### src/rtl/assert_macros.svh
// Assertion macros shared by the reorder buffer RTL.
// No dependencies; included inside module bodies.
`ifndef ASSERT_MACROS_SVH
`define ASSERT_MACROS_SVH

// Same-cycle implication: when ante holds, cons must hold on the same edge.
`define ASSERT_IMPL(lbl, clk, rst, ante, cons, msg) \
   lbl: assert property (@(posedge clk) disable iff (rst) (ante) |-> (cons)) \
      else $error(msg);

// Next-cycle implication: when ante holds, cons must hold on the next edge.
`define ASSERT_NEXT(lbl, clk, rst, ante, cons, msg) \
   lbl: assert property (@(posedge clk) disable iff (rst) (ante) |=> (cons)) \
      else $error(msg);

`endif

### src/rtl/rrb_pkg.sv
// Shared types and constants for the resequencing reorder buffer.
// No dependencies; compile first after the assertion macro header.
package rrb_pkg;

   localparam int INDEX_W          = 16;
   localparam int PAYLOAD_W        = 64;
   localparam int DEPTH_DEF        = 16;
   localparam int SEQ_BITS_DEF     = 16;
   localparam int PAYLOAD_BITS_DEF = 64;

   localparam logic STATUS_RELEASED = 1'b0;
   localparam logic STATUS_REJECTED = 1'b1;

   typedef enum logic [3:0] {
      ST_CLEAR = 4'b0001,
      ST_IDLE  = 4'b0010,
      ST_CHECK = 4'b0100,
      ST_DRAIN = 4'b1000
   } state_type;

   typedef struct packed {
      logic valid;
      logic status;
      logic last;
   } emit_type;

   typedef struct packed {
      logic en;
      logic valid;
   } mem_wr_type;

endpackage

### src/rtl/rrb_if.sv
// Valid/ready channel interfaces for request and response traffic.
// Depends on rrb_pkg for the field widths.
interface rrb_req_if;
   logic                          valid;
   logic                          ready;
   logic [rrb_pkg::INDEX_W-1:0]   seq_index;
   logic [rrb_pkg::PAYLOAD_W-1:0] payload;

   modport source (output valid, output seq_index, output payload, input ready);
   modport sink   (input valid, input seq_index, input payload, output ready);
endinterface

interface rrb_rsp_if;
   logic                          valid;
   logic                          ready;
   logic [rrb_pkg::INDEX_W-1:0]   out_index;
   logic [rrb_pkg::PAYLOAD_W-1:0] out_payload;
   logic                          status;
   logic                          last;

   modport source (output valid, output out_index, output out_payload, output status,
                   output last, input ready);
   modport sink   (input valid, input out_index, input out_payload, input status,
                   input last, output ready);
endinterface

### src/rtl/rrb_slot_mem.sv
// Slot memory: one synchronous RAM holding a valid bit and a payload per slot.
// Depends on rrb_pkg; read data is registered, with write-to-read forwarding.
module rrb_slot_mem #(
   parameter int DEPTH        = rrb_pkg::DEPTH_DEF,
   parameter int PAYLOAD_BITS = rrb_pkg::PAYLOAD_BITS_DEF
) (
   input  logic                       clock,
   input  logic                       reset,
   input  logic [$clog2(DEPTH)-1:0]   rd_addr,
   input  rrb_pkg::mem_wr_type        wr,
   input  logic [$clog2(DEPTH)-1:0]   wr_addr,
   input  logic [PAYLOAD_BITS-1:0]    wr_payload,
   output logic                       rd_valid,
   output logic [PAYLOAD_BITS-1:0]    rd_payload
);
   import rrb_pkg::*;

   localparam int WORD_W = PAYLOAD_BITS + 1;

   logic [WORD_W-1:0] mem [DEPTH];
   logic [WORD_W-1:0] rd_word_ff;
   logic [WORD_W-1:0] fwd_word_ff;
   logic              fwd_ff;
   logic              fwd_in;
   logic [WORD_W-1:0] wr_word;

   assign wr_word = {wr.valid, wr_payload};
   assign fwd_in  = wr.en && (wr_addr == rd_addr);

   always_ff @(posedge clock) begin
      if (wr.en) begin
         mem[wr_addr] <= wr_word;
      end
      rd_word_ff  <= mem[rd_addr];
      fwd_word_ff <= wr_word;
   end

   always_ff @(posedge clock) begin
      if (reset) begin
         fwd_ff <= 1'b0;
      end else begin
         fwd_ff <= fwd_in;
      end
   end

   // Take the word written on the same edge the read was issued.
   assign {rd_valid, rd_payload} = fwd_ff ? fwd_word_ff : rd_word_ff;

endmodule

### src/rtl/rrb_ctrl.sv
// Sequencer of the reorder buffer: expected number, slot mapping, drain loop.
// Depends on rrb_pkg and assert_macros.svh; drives rrb_slot_mem.
module rrb_ctrl #(
   parameter int DEPTH        = rrb_pkg::DEPTH_DEF,
   parameter int SEQ_BITS     = rrb_pkg::SEQ_BITS_DEF,
   parameter int PAYLOAD_BITS = rrb_pkg::PAYLOAD_BITS_DEF
) (
   input  logic                       clock,
   input  logic                       reset,
   input  logic                       in_valid,
   output logic                       in_ready,
   input  logic [SEQ_BITS-1:0]        in_index,
   input  logic [PAYLOAD_BITS-1:0]    in_payload,
   input  logic                       out_free,
   output rrb_pkg::emit_type          emit,
   output logic [SEQ_BITS-1:0]        emit_index,
   output logic [PAYLOAD_BITS-1:0]    emit_payload,
   output logic [$clog2(DEPTH)-1:0]   mem_rd_addr,
   output rrb_pkg::mem_wr_type        mem_wr,
   output logic [$clog2(DEPTH)-1:0]   mem_wr_addr,
   output logic [PAYLOAD_BITS-1:0]    mem_wr_payload,
   input  logic                       mem_rd_valid,
   input  logic [PAYLOAD_BITS-1:0]    mem_rd_payload
);
   import rrb_pkg::*;

   `include "assert_macros.svh"

   localparam int SLOT_W = $clog2(DEPTH);
   localparam int CNT_W  = $clog2(DEPTH + 1);
   localparam int SUM_W  = $clog2(3 * DEPTH);
   localparam int CMP_W  = 33;
   // Slot offset to add when the forward distance crosses the number wrap.
   localparam longint unsigned SEQ_SPAN = 64'd1 << SEQ_BITS;
   localparam longint unsigned WRAP_REM = SEQ_SPAN % DEPTH;
   localparam longint unsigned WRAP_ADJ = (DEPTH - WRAP_REM) % DEPTH;

   state_type                state_ff, state_in;
   logic [SEQ_BITS-1:0]      exp_ff, exp_in;
   logic [SLOT_W-1:0]        exp_slot_ff, exp_slot_in;
   logic [SLOT_W-1:0]        look_addr_ff, look_addr_in;
   logic [SLOT_W-1:0]        clr_addr_ff, clr_addr_in;
   logic [CNT_W-1:0]         cnt_ff, cnt_in;
   logic [SEQ_BITS-1:0]      item_index_ff, item_index_in;
   logic [PAYLOAD_BITS-1:0]  item_payload_ff, item_payload_in;
   logic                     item_win_ff, item_win_in;

   logic [SEQ_BITS-1:0]      fwd_gap;
   logic                     in_order;
   logic                     in_win;
   logic                     in_wrap;
   logic [SUM_W-1:0]         slot_sum;
   logic [SLOT_W-1:0]        in_slot;
   logic [SLOT_W-1:0]        exp_slot_nxt;
   logic                     more;

   // Map the incoming number to its slot from the expected slot and the distance.
   always_comb begin
      fwd_gap  = in_index - exp_ff;
      in_order = (fwd_gap == '0);
      in_win   = (CMP_W'(fwd_gap) < CMP_W'(DEPTH));
      in_wrap  = (in_index < exp_ff);
      slot_sum = SUM_W'(exp_slot_ff) + SUM_W'(fwd_gap) + (in_wrap ? SUM_W'(WRAP_ADJ) : '0);
      if (slot_sum >= SUM_W'(2 * DEPTH)) begin
         in_slot = SLOT_W'(slot_sum - SUM_W'(2 * DEPTH));
      end else if (slot_sum >= SUM_W'(DEPTH)) begin
         in_slot = SLOT_W'(slot_sum - SUM_W'(DEPTH));
      end else begin
         in_slot = SLOT_W'(slot_sum);
      end
   end

   always_comb begin
      if (exp_ff == '1) begin
         exp_slot_nxt = '0;
      end else if (exp_slot_ff == SLOT_W'(DEPTH - 1)) begin
         exp_slot_nxt = '0;
      end else begin
         exp_slot_nxt = exp_slot_ff + SLOT_W'(1);
      end
   end

   assign more = mem_rd_valid && (cnt_ff != CNT_W'(DEPTH));

   always_comb begin
      state_in        = state_ff;
      exp_in          = exp_ff;
      exp_slot_in     = exp_slot_ff;
      look_addr_in    = look_addr_ff;
      clr_addr_in     = clr_addr_ff;
      cnt_in          = cnt_ff;
      item_index_in   = item_index_ff;
      item_payload_in = item_payload_ff;
      item_win_in     = item_win_ff;
      emit            = '0;
      mem_wr          = '0;
      in_ready        = 1'b0;
      unique case (state_ff)
         ST_CLEAR: begin
            mem_wr.en   = 1'b1;
            clr_addr_in = clr_addr_ff + SLOT_W'(1);
            if (clr_addr_ff == SLOT_W'(DEPTH - 1)) begin
               clr_addr_in = '0;
               state_in    = ST_IDLE;
            end
         end
         ST_IDLE: begin
            in_ready = 1'b1;
            if (in_valid) begin
               item_index_in   = in_index;
               item_payload_in = in_payload;
               item_win_in     = in_win;
               if (in_order) begin
                  exp_in       = in_index + SEQ_BITS'(1);
                  exp_slot_in  = exp_slot_nxt;
                  look_addr_in = exp_slot_nxt;
                  cnt_in       = CNT_W'(1);
                  state_in     = ST_DRAIN;
               end else begin
                  look_addr_in = in_slot;
                  state_in     = ST_CHECK;
               end
            end
         end
         ST_CHECK: begin
            if (!item_win_ff || mem_rd_valid) begin
               if (out_free) begin
                  emit.valid  = 1'b1;
                  emit.status = STATUS_REJECTED;
                  emit.last   = 1'b1;
                  state_in    = ST_IDLE;
               end
            end else begin
               mem_wr.en    = 1'b1;
               mem_wr.valid = 1'b1;
               state_in     = ST_IDLE;
            end
         end
         ST_DRAIN: begin
            if (out_free) begin
               emit.valid  = 1'b1;
               emit.status = STATUS_RELEASED;
               emit.last   = !more;
               if (more) begin
                  // Pull the next held item and free its slot.
                  mem_wr.en       = 1'b1;
                  item_index_in   = exp_ff;
                  item_payload_in = mem_rd_payload;
                  exp_in          = exp_ff + SEQ_BITS'(1);
                  exp_slot_in     = exp_slot_nxt;
                  look_addr_in    = exp_slot_nxt;
                  cnt_in          = cnt_ff + CNT_W'(1);
               end else begin
                  state_in = ST_IDLE;
               end
            end
         end
         default: begin
            state_in = ST_CLEAR;
         end
      endcase
   end

   always_ff @(posedge clock) begin
      if (reset) begin
         state_ff    <= ST_CLEAR;
         exp_ff      <= '0;
         exp_slot_ff <= '0;
         clr_addr_ff <= '0;
         cnt_ff      <= '0;
      end else begin
         state_ff    <= state_in;
         exp_ff      <= exp_in;
         exp_slot_ff <= exp_slot_in;
         clr_addr_ff <= clr_addr_in;
         cnt_ff      <= cnt_in;
      end
   end

   always_ff @(posedge clock) begin
      look_addr_ff    <= look_addr_in;
      item_index_ff   <= item_index_in;
      item_payload_ff <= item_payload_in;
      item_win_ff     <= item_win_in;
   end

   assign emit_index     = item_index_ff;
   assign emit_payload   = item_payload_ff;
   assign mem_rd_addr    = look_addr_in;
   assign mem_wr_addr    = (state_ff == ST_CLEAR) ? clr_addr_ff : look_addr_ff;
   assign mem_wr_payload = item_payload_ff;

   `ASSERT_NEXT(a_last_to_idle, clock, reset, emit.valid && emit.last,
                state_ff == ST_IDLE, "final response must return the sequencer to idle")
   `ASSERT_IMPL(a_reject_last, clock, reset, emit.valid && (emit.status == STATUS_REJECTED),
                emit.last, "rejected request must produce a single final response")
   `ASSERT_NEXT(a_drain_step, clock, reset,
                (state_ff == ST_DRAIN) && emit.valid && !emit.last,
                exp_ff == ($past(exp_ff) + SEQ_BITS'(1)), "drain must advance expected number")

endmodule

### src/rtl/resequencing_reorder_buffer_unit.sv
// Channel    | Dir | Handshake   | Fields
// req_chan   | in  | valid/ready | seq_index[15:0], payload[63:0]
// rsp_chan   | out | valid/ready | out_index[15:0], out_payload[63:0], status, last
//
// Requests: one is taken in ST_IDLE; an out-of-order one is judged in the next
// cycle, when the slot memory read returns, and is stored or rejected; an in-order
// one is released with the held items behind it (up to DEPTH results).
// No new request is taken until the sequencer is back in ST_IDLE.
// Reset: synchronous; afterwards a clearing pass over all DEPTH slots zeroes the
// valid bits, with req_chan.ready low throughout.
// Stalls: an undrained full response register holds a sequencer with a response
// to emit; the next request is still taken while a finished response waits.
//
// Top level of the resequencing reorder buffer. Depends on rrb_pkg, rrb_if,
// rrb_slot_mem, rrb_ctrl and assert_macros.svh.
module resequencing_reorder_buffer_unit #(
   parameter int DEPTH        = rrb_pkg::DEPTH_DEF,
   parameter int SEQ_BITS     = rrb_pkg::SEQ_BITS_DEF,
   parameter int PAYLOAD_BITS = rrb_pkg::PAYLOAD_BITS_DEF
) (
   input logic        clock,
   input logic        reset,
   rrb_req_if.sink    req_chan,
   rrb_rsp_if.source  rsp_chan
);
   import rrb_pkg::*;

   `include "assert_macros.svh"

   localparam int SLOT_W = $clog2(DEPTH);

   emit_type                  emit;
   logic [SEQ_BITS-1:0]       emit_index;
   logic [PAYLOAD_BITS-1:0]   emit_payload;
   logic                      out_free;
   logic [SLOT_W-1:0]         mem_rd_addr;
   mem_wr_type                mem_wr;
   logic [SLOT_W-1:0]         mem_wr_addr;
   logic [PAYLOAD_BITS-1:0]   mem_wr_payload;
   logic                      mem_rd_valid;
   logic [PAYLOAD_BITS-1:0]   mem_rd_payload;

   logic                      rsp_valid_ff, rsp_valid_in;
   logic [INDEX_W-1:0]        rsp_index_ff;
   logic [PAYLOAD_W-1:0]      rsp_payload_ff;
   logic                      rsp_status_ff;
   logic                      rsp_last_ff;

   // Keep only the low SEQ_BITS / PAYLOAD_BITS of each request field.
   rrb_ctrl #(
      .DEPTH        (DEPTH),
      .SEQ_BITS     (SEQ_BITS),
      .PAYLOAD_BITS (PAYLOAD_BITS)
   ) u_ctrl (
      .clock          (clock),
      .reset          (reset),
      .in_valid       (req_chan.valid),
      .in_ready       (req_chan.ready),
      .in_index       (SEQ_BITS'(req_chan.seq_index)),
      .in_payload     (PAYLOAD_BITS'(req_chan.payload)),
      .out_free       (out_free),
      .emit           (emit),
      .emit_index     (emit_index),
      .emit_payload   (emit_payload),
      .mem_rd_addr    (mem_rd_addr),
      .mem_wr         (mem_wr),
      .mem_wr_addr    (mem_wr_addr),
      .mem_wr_payload (mem_wr_payload),
      .mem_rd_valid   (mem_rd_valid),
      .mem_rd_payload (mem_rd_payload)
   );

   rrb_slot_mem #(
      .DEPTH        (DEPTH),
      .PAYLOAD_BITS (PAYLOAD_BITS)
   ) u_slot_mem (
      .clock      (clock),
      .reset      (reset),
      .rd_addr    (mem_rd_addr),
      .wr         (mem_wr),
      .wr_addr    (mem_wr_addr),
      .wr_payload (mem_wr_payload),
      .rd_valid   (mem_rd_valid),
      .rd_payload (mem_rd_payload)
   );

   // Response register: load when empty or being drained this cycle.
   assign out_free = !rsp_valid_ff || rsp_chan.ready;

   always_comb begin
      rsp_valid_in = rsp_valid_ff;
      if (emit.valid) begin
         rsp_valid_in = 1'b1;
      end else if (rsp_chan.ready) begin
         rsp_valid_in = 1'b0;
      end
   end

   always_ff @(posedge clock) begin
      if (reset) begin
         rsp_valid_ff <= 1'b0;
      end else begin
         rsp_valid_ff <= rsp_valid_in;
      end
   end

   // Hold the response fields until the next emit.
   always_ff @(posedge clock) begin
      if (emit.valid) begin
         rsp_index_ff   <= INDEX_W'(emit_index);
         rsp_payload_ff <= PAYLOAD_W'(emit_payload);
         rsp_status_ff  <= emit.status;
         rsp_last_ff    <= emit.last;
      end
   end

   assign rsp_chan.valid       = rsp_valid_ff;
   assign rsp_chan.out_index   = rsp_index_ff;
   assign rsp_chan.out_payload = rsp_payload_ff;
   assign rsp_chan.status      = rsp_status_ff;
   assign rsp_chan.last        = rsp_last_ff;

   `ASSERT_IMPL(a_emit_room, clock, reset, emit.valid, out_free,
                "response emitted while the response register is still full")

endmodule
### src/flat_wrapper.sv
// flat-port wrapper written by rule: the top's interface ports become plain ports
module resequencing_reorder_buffer_unit_flat import rrb_pkg::*;
#(
   parameter int DEPTH        = rrb_pkg::DEPTH_DEF,
   parameter int SEQ_BITS     = rrb_pkg::SEQ_BITS_DEF,
   parameter int PAYLOAD_BITS = rrb_pkg::PAYLOAD_BITS_DEF
)
  (clock, reset, req_chan_valid, req_chan_seq_index, req_chan_payload, req_chan_ready, rsp_chan_valid, rsp_chan_out_index, rsp_chan_out_payload, rsp_chan_status, rsp_chan_last, rsp_chan_ready);
  rrb_req_if req_chan_i ();
  rrb_rsp_if rsp_chan_i ();
  input logic clock;
  input logic reset;
  input wire logic [$bits(req_chan_i.valid)-1:0] req_chan_valid;
  input wire logic [$bits(req_chan_i.seq_index)-1:0] req_chan_seq_index;
  input wire logic [$bits(req_chan_i.payload)-1:0] req_chan_payload;
  output wire logic [$bits(req_chan_i.ready)-1:0] req_chan_ready;
  output wire logic [$bits(rsp_chan_i.valid)-1:0] rsp_chan_valid;
  output wire logic [$bits(rsp_chan_i.out_index)-1:0] rsp_chan_out_index;
  output wire logic [$bits(rsp_chan_i.out_payload)-1:0] rsp_chan_out_payload;
  output wire logic [$bits(rsp_chan_i.status)-1:0] rsp_chan_status;
  output wire logic [$bits(rsp_chan_i.last)-1:0] rsp_chan_last;
  input wire logic [$bits(rsp_chan_i.ready)-1:0] rsp_chan_ready;
  assign req_chan_i.valid = req_chan_valid;
  assign req_chan_i.seq_index = req_chan_seq_index;
  assign req_chan_i.payload = req_chan_payload;
  assign req_chan_ready = req_chan_i.ready;
  assign rsp_chan_valid = rsp_chan_i.valid;
  assign rsp_chan_out_index = rsp_chan_i.out_index;
  assign rsp_chan_out_payload = rsp_chan_i.out_payload;
  assign rsp_chan_status = rsp_chan_i.status;
  assign rsp_chan_last = rsp_chan_i.last;
  assign rsp_chan_i.ready = rsp_chan_ready;
  resequencing_reorder_buffer_unit #(.DEPTH(DEPTH), .SEQ_BITS(SEQ_BITS), .PAYLOAD_BITS(PAYLOAD_BITS)) u_core (.clock(clock), .reset(reset), .req_chan(req_chan_i), .rsp_chan(rsp_chan_i));
endmodule
### config.mk
export PLATFORM = sky130hd
export DESIGN_NAME = resequencing_reorder_buffer_unit_flat
export DESIGN_NICKNAME = d
export VERILOG_FILES = /design/src/rtl/rrb_pkg.sv /design/src/rtl/rrb_if.sv /design/src/rtl/rrb_slot_mem.sv /design/src/rtl/rrb_ctrl.sv /design/src/rtl/resequencing_reorder_buffer_unit.sv /design/src/flat_wrapper.sv
export VERILOG_INCLUDE_DIRS = /design/src /design/src/rtl
export SDC_FILE = /design/constraint.sdc
export NUM_CORES = 2
export LEC_CHECK = 0
export BUFFER_PORTS_ARGS = -buffer_cell sky130_fd_sc_hd__buf_2
export CAP_MARGIN = 20
export CORE_UTILIZATION = 40
export CTS_BUF_LIST = sky130_fd_sc_hd__clkbuf_2
export CTS_CLUSTER_DIAMETER = 200
export CTS_CLUSTER_SIZE = 14
export DETAILED_ROUTE_END_ITERATION = 10
export PLACE_DENSITY = 0.63
export SETUP_SLACK_MARGIN = 0.5
export SYNTH_ARGS = -nofsm -noshare
export SYNTH_HDL_FRONTEND = slang
export SYNTH_HIERARCHICAL = 1
export SYNTH_SLANG_ARGS = --single-unit
### constraint.sdc
create_clock -name clock -period 8.8 [get_ports clock]
set_input_delay 0 -clock clock [delete_from_list [all_inputs] [get_ports clock]]
set_output_delay 0 -clock clock [all_outputs]
set_load 0.02 [all_outputs]
Word level (Yosys, flattened, before mapping). Memories as Yosys holds them, arrays and structs flattened. A register that Yosys moved wholly into a read port is not among the register bits. Cells that the tools add are included.

RAM bits: 1040. Memories kept: 1. Bits of input ports: 84. Output and inout bits: 84. Register bits: 267. Word-level logic and storage cells: 116.

Equal/unequal tests: 16. Multiplexer cells: 57. Magnitude comparators: 3. Reductions and logical operators: 14. $add $sub $neg: 9.

Memories: u_core.u_slot_mem.mem (depth 16, bits a word 65, rd ports 1, clocked after Yosys merged registers in 1, write ports 1, line rrb_slot_mem.sv:20) `logic [WORD_W-1:0] mem [DEPTH];`.

Operators by type and width (number): two-way mux 64 bit (3); one-hot mux 64 bit (2 select lines) (1); two-way mux 16 bit (7); two-way mux 4 bit (21); two-way mux 65 bit (1); one-hot mux 16 bit (2 select lines) (2); adder 16 x 1 -> 16 bit (second input constant) (2); two-way mux 5 bit (4); == test 16 bit (second input constant) (1); zero test 16 bit (1); less-than comparator 16 x 5 -> 1 bit (second input constant) (1); one-hot mux 4 bit (2 select lines) (2); one-hot mux 4 bit (4 select lines) (1); subtractor 16 bit (1); == test 4 bit (second input constant) (3); inequality test 2 bit (second input constant) (5); one-hot mux 5 bit (2 select lines) (1); AND reduction 5 bit (2); two-way mux 3 bit (3); adder 4 x 1 -> 4 bit (second input constant) (2); two-way mux 1 bit (8); subtractor 4 x 1 -> 4 bit (second input constant) (2); adder 4 x 6 -> 6 bit (1); >= comparator 6 x 5 -> 1 bit (second input constant) (1); other kinds (18) (23).

Depth between registers and ports, before layout.
Depth in word-level cells: 10. Gate-level depth with buffers: 17.

Hierarchy. The synthesis kept the hierarchy.

By module, submodules not included: rrb_slot_mem (cells an instance 1822, instances 1, seq. area each 33852.5 µm², area an instance 42380.6 µm²); rrb_ctrl (cells an instance 822, instances 1, seq. area each 3173.0 µm², area an instance 7183.1 µm²); resequencing_reorder_buffer_unit (cells an instance 86, instances 1, seq. area each 2482.4 µm², area an instance 2508.7 µm²).

Least setup slack after synthesis. OpenSTA, ideal clock, no wires.

Path kind: flip-flop to flip-flop. Start point: register u_core.u_slot_mem.fwd_ff. End point: register u_core.rsp_valid_ff (netlist: u_core/rsp_chan.valid). Arrival: 7.294 ns. Setup slack: 1.425 ns. Required time: 8.720 ns. Path buffers: 1. Clock period less this slack: 7.375 ns. Cell stages (with the launch flop): 7. Path through: dfxtp_1 clkbuf_1 mux2_2 nor2b_1 o21ai_0 inv_1 a21oi_2.

RTL lines: start, declared (line rrb_slot_mem.sv:23) `logic fwd_ff;`; start signal, assigned (line rrb_slot_mem.sv:42) `fwd_ff <= fwd_in;`; end signal, assigned (line resequencing_reorder_buffer_unit.sv:103) `rsp_valid_ff <= rsp_valid_in;`; end, declared (line resequencing_reorder_buffer_unit.sv:43) `logic rsp_valid_ff, rsp_valid_in;`.

Worst setup path after layout.
Start point: register u_core.u_ctrl.exp_ff[12]. End point: register u_core.u_slot_mem.rd_word_ff[61], read port of u_core.u_slot_mem.mem.

Cells in the longest elaborated chain, start to end: 5.

Ends and longest elaborated chain: start, declared (line rrb_ctrl.sv:39) `logic [SEQ_BITS-1:0] exp_ff, exp_in;`; start signal, assigned (line rrb_ctrl.sv:173) `exp_ff <= exp_in;`; subtractor 16 bit or == test 16 bit (tied branches) (line rrb_ctrl.sv:59, rrb_ctrl.sv:74); zero test 16 bit or two-way mux 4 bit (tied branches) (line rrb_ctrl.sv:60, rrb_ctrl.sv:74); two-way mux 4 bit (on tied branches) (line rrb_ctrl.sv:113, rrb_ctrl.sv:144); two-way mux 4 bit (on tied branches) (line rrb_ctrl.sv:109, rrb_ctrl.sv:140); one-hot mux 4 bit (2 select lines) (*) (line rrb_ctrl.sv:98) `unique case (state_ff)`; net u_core.mem_rd_addr[2] (line resequencing_reorder_buffer_unit.sv:36) `logic [SLOT_W-1:0] mem_rd_addr;`; end, declared (line rrb_slot_mem.sv:21) `logic [WORD_W-1:0] rd_word_ff;`.

Mark *: on every way through the listed nets, which the timed path passes. The rest lies on a longest branch. A chain may end at the register's enable or synchronous reset.

==> flow_summary.rst <==
.. list-table::
   :header-rows: 1

   * - Metric
     - Value
   * - Run status
     - completed
   * - Number of buffers created by CTS
     - 108
   * - DRC Markers
     - 0
   * - Relative max-transition margin
     - 0.273
   * - Flop and latch count out of synthesis
     - about 1400
   * - Leading register cell type out of synthesis
     - sky130_fd_sc_hd__edfxtp_1
   * - Weighted congestion at the end of routability-driven global placement
     - about 0.82
   * - Total die area
     - 0.132 sq mm
   * - Nets
     - 3251
   * - Cell type contributing the most total cell area after synthesis
     - sky130_fd_sc_hd__edfxtp_1
   * - Longest individual stage delay on the worst path
     - 0.80 ns
   * - Initial DRC Count
     - 2442
   * - Fmax
     - ~0.15 GHz
   * - Pin count of the biggest net entering global routing
     - 122
   * - Synthesized instance count
     - 2730
   * - Count of flip-flops with a built-in enable after synthesis
     - approximately 1200
   * - Placeable Area
     - 0.129 sq mm
   * - DRT antenna net count
     - 0
   * - Total setup violations reported at the end of the flow
     - 0
   * - 1st-pass router iterations
     - 5
   * - Slowest cell on crit path
     - sky130_fd_sc_hd__and2_4
   * - Transition time of the tightest slew-check pin
     - 1.09 ns
   * - Chip width
     - 363 microns
   * - Initial antenna violation count
     - 5
   * - Max-cap viol count
     - 0
   * - P&R area growth vs syn
     - 12.5%
   * - Initial core utilization
     - 0.403
   * - Worst Hold Class
     - in -> reg
   * - Dominant cells by area after synthesis
     - sky130_fd_sc_hd__edfxtp_1 (69%), sky130_fd_sc_hd__mux4_2 (11%), sky130_fd_sc_hd__dfxtp_1 (6.5%)
   * - Number of vias in the routed layout
     - about 27000
   * - Ordered cell list for the critical path
     - inv_1 -> ha_1 -> nand2b_1 -> or3_1 -> o21ai_0 -> or4_1 -> dlygate4sd3_1 -> nor4b_1 -> dlygate4sd3_1 -> nand4_1 -> dlygate4sd3_1 -> a21oi_1 -> a221o_1 -> and2_4 -> buf_4 -> a22oi_1 -> nand2_1
   * - Routed via count divided by cell count
     - between 5 and 6
   * - Unique masters post-synth
     - 72
   * - Kind of start point of the critical path
     - flop
   * - Number of I/O pins
     - 168
   * - Fin. max-slew vios
     - 0
   * - Max Clock Skew
     - 0.125 ns
   * - Min Tclk post-route
     - between 6 and 7 ns
   * - Post-synth top area share
     - 0.694
   * - Total congestion overflow after global routing
     - 0
   * - Total wirelength of the detailed-routed design
     - 121000 microns
   * - Worst setup slack after layout
     - 2.17 ns
   * - Share of flip-flops with an asynchronous set or reset after synthesis
     - 0
   * - Cts repair resizes
     - 0
   * - Maximum vdd drop
     - 331 uV
   * - Wire length of the first global-routing pass
     - around 180000 microns
   * - Clock buffer depth
     - 3
   * - Avg Cell Area, Syn
     - 19.1 sq um
   * - Via count of the first global-routing pass
     - 26700
   * - Cell area after layout
     - 0.0586 sq mm
   * - Clock root buffer
     - sky130_fd_sc_hd__clkbuf_2
   * - Final Hold Vio Count
     - 0
   * - Post-synthesis sequential area ratio
     - 0.759
   * - Unrepaired setup endpoints after global routing
     - no
   * - Area after DPL
     - 0.0546 sq mm
   * - Post-DP HPWL
     - between 50000 and 60000 microns
   * - Leakage
     - ~19 nW
   * - Row Count
     - 132
   * - Worst Path Max Fanout
     - 40
   * - Most common cell type on the critical path
     - sky130_fd_sc_hd__dlygate4sd3_1
   * - Setup slack after placement
     - 3.28 ns
   * - Die Ht
     - 363 microns
   * - Final worst path period share
     - 0.753
   * - Port Buffer Count
     - 167
   * - CP Capture Type
     - flop
   * - Endpoint required time on the critical path
     - between 10 and 15 ns
   * - Critical path data arrival time
     - around 8.0 ns
   * - Fraction of layout cells with a size suffix above 1
     - 0.246
   * - Synthesis Warnings
     - 6
   * - Setup Total Neg Slack
     - 0 ns
   * - Ratio of total power to cell area
     - 246 mW/mm^2
   * - Number of sinks driven by the clock tree
     - 1372
   * - Post-route total power
     - about 0.014 W
   * - Critical path start-end classification
     - reg -> reg
   * - Post-detailed-route wirelength per cell
     - 24.3 microns
   * - Netlist Area Pre-Place
     - 0.0521 sq mm
   * - CTS tree
     - yes
   * - Worst-Skew Late Latency
     - about 1.5 ns
   * - H-tree levels
     - 3
   * - Clock slew seen by the registers of the worst setup and hold paths
     - ~0.31 ns
   * - Global-route usage over all layers
     - 0.183
   * - Syn Nets
     - 2840
## cell usage in the layout, fill, tap and decap left out, types with 22 or more instances in the layout
cell type	instances
sky130_fd_sc_hd__a21oi_1	38
sky130_fd_sc_hd__clkbuf_2	197
sky130_fd_sc_hd__ha_1	24
sky130_fd_sc_hd__dlygate4sd3_1	269
sky130_fd_sc_hd__buf_2	167
sky130_fd_sc_hd__o21ai_0	22
sky130_fd_sc_hd__mux4_2	260
sky130_fd_sc_hd__buf_4	43
sky130_fd_sc_hd__mux2_2	65
sky130_fd_sc_hd__nand3_1	29
sky130_fd_sc_hd__a22oi_1	133
sky130_fd_sc_hd__nand2_1	305
sky130_fd_sc_hd__inv_1	47
sky130_fd_sc_hd__edfxtp_1	1203
sky130_fd_sc_hd__nor2_1	31
sky130_fd_sc_hd__dfxtp_1	168
## power by group
| group | internal (W) | switching, W | total (W) |
|---|---|---|---|
| Clock | 0.000696 | 0.00196 | 0.00266 |
| Sequential | 0.00796 | 0.000251 | 0.00821 |
| Combinational | 0.00151 | 0.00205 | 0.00356 |
## sequential cells by signal, summed over array words and instances, names as in the netlist, 4 cells and up
name	cells
u_core/u_slot_mem/mem	1040
u_core/u_ctrl/emit_index	16
u_core/u_ctrl/exp_ff	16
u_core/u_slot_mem/fwd_word_ff	65
u_core/rsp_chan.out_index	16
u_core/u_ctrl/look_addr_ff	4
u_core/rsp_chan.out_payload	64
u_core/u_ctrl/cnt_ff	5
u_core/u_ctrl/emit_payload	64
u_core/u_ctrl/state_ff	4
u_core/u_slot_mem/rd_word_ff	65
u_core/u_ctrl/clr_addr_ff	4
u_core/u_ctrl/exp_slot_ff	4
## per-stage QoR
step	std cells	util	hold WS, ns
after floorplan	2730	-	0.0624
after global placement	4498	0.422	0.269
after detailed placement	4500	0.422	0.267
after CTS	4976	0.452	0.000206
after global routing	4983	0.453	0.218
final	4983	0.453	0.222
## layout make-up
type	instances	area [sq um]
Antenna cell	4	10.0
Clock buffer	197	986
Clock inverter	9	163
Fill cell	11000	70800
Inverter	51	194
Multi-Input combinational cell	1115	11400
Sequential cell	1372	39500
Tap cell	1742	2180
Timing Repair Buffer	493	4140
## routing by layer
metal | global-route usage | wire, microns
met5 | 0 | 13
met4 | 0.0484 | 2220
met3 | 0.0245 | 7630
met2 | 0.302 | 59200
met1 | 0.256 | 51900
## final timing paths
check,startpoint,end,slack [ns],cells past startpoint
min,req_chan_seq_index[2],u_core/u_ctrl/item_win_ff$_DFFE_PP_,0.22,8
min reg2reg,u_core/u_ctrl/emit_index[6]$_DFFE_PP_,u_core/rsp_chan.out_index[6]$_DFFE_PP_,0.44,0
max reg2reg,u_core/u_ctrl/exp_ff[12]$_SDFFE_PP0P_,u_core/u_slot_mem/rd_word_ff[61]$_DFF_P_,2.17,17
max,u_core/u_ctrl/exp_ff[12]$_SDFFE_PP0P_,u_core/u_slot_mem/rd_word_ff[61]$_DFF_P_,2.17,17
## logic make-up (layout without fill, tap and decap cells)
| family | Yosys count | in the layout | share of synthesized area |
|---|---|---|---|
| simple gates | 454 | 454 | 0.0380 |
| buf+inv | 243 | 750 | 0.0259 |
| fa+ha+maj | 26 | 26 | 0.00654 |
| flops | 1372 | 1372 | 0.759 |
| other cells | 0 | 4 | 0 |
| compound gates | 275 | 275 | 0.0382 |
| xor+xnor | 20 | 20 | 0.00336 |
| mux | 340 | 340 | 0.129 |
## cell usage after synthesis (5+ instances only)
master and instances:
sky130_fd_sc_hd__nor2_1 44, sky130_fd_sc_hd__o21a_1 6, sky130_fd_sc_hd__o31ai_1 8, sky130_fd_sc_hd__mux4_2 260
sky130_fd_sc_hd__a211oi_1 5, sky130_fd_sc_hd__buf_6 17, sky130_fd_sc_hd__a22oi_1 133, sky130_fd_sc_hd__buf_1 8
sky130_fd_sc_hd__o21ai_1 5, sky130_fd_sc_hd__nand2_1 305, sky130_fd_sc_hd__buf_4 71, sky130_fd_sc_hd__mux2i_1 15
sky130_fd_sc_hd__dfxtp_1 169, sky130_fd_sc_hd__buf_2 32, sky130_fd_sc_hd__nor4b_1 6, sky130_fd_sc_hd__o211ai_1 8
sky130_fd_sc_hd__o21ai_0 23, sky130_fd_sc_hd__nand3_1 29, sky130_fd_sc_hd__a21oi_1 38, sky130_fd_sc_hd__nand4_1 10
sky130_fd_sc_hd__a21o_1 8, sky130_fd_sc_hd__ha_1 24, sky130_fd_sc_hd__edfxtp_1 1203, sky130_fd_sc_hd__xnor2_1 15
sky130_fd_sc_hd__clkbuf_1 63, sky130_fd_sc_hd__inv_1 48, sky130_fd_sc_hd__xor2_1 5, sky130_fd_sc_hd__nor3_1 19
sky130_fd_sc_hd__mux2_2 65, sky130_fd_sc_hd__nor2b_1 7, sky130_fd_sc_hd__a311oi_1 6
## critical path, delay by kind of cell (launching register included)
family          cells  cell delay, ns
fa+ha+maj           1            0.41
flops               1            0.51
simple gates        7            2.12
compound gates      4            0.90
buf+inv             5            2.47
## repair_timing
action / CTS / global route
buffers inserted: 0 / 0
endpoints found under the hold margin: 307 / 0
hold buffers: 270 / 0
(Power assumes the default switching activity.)
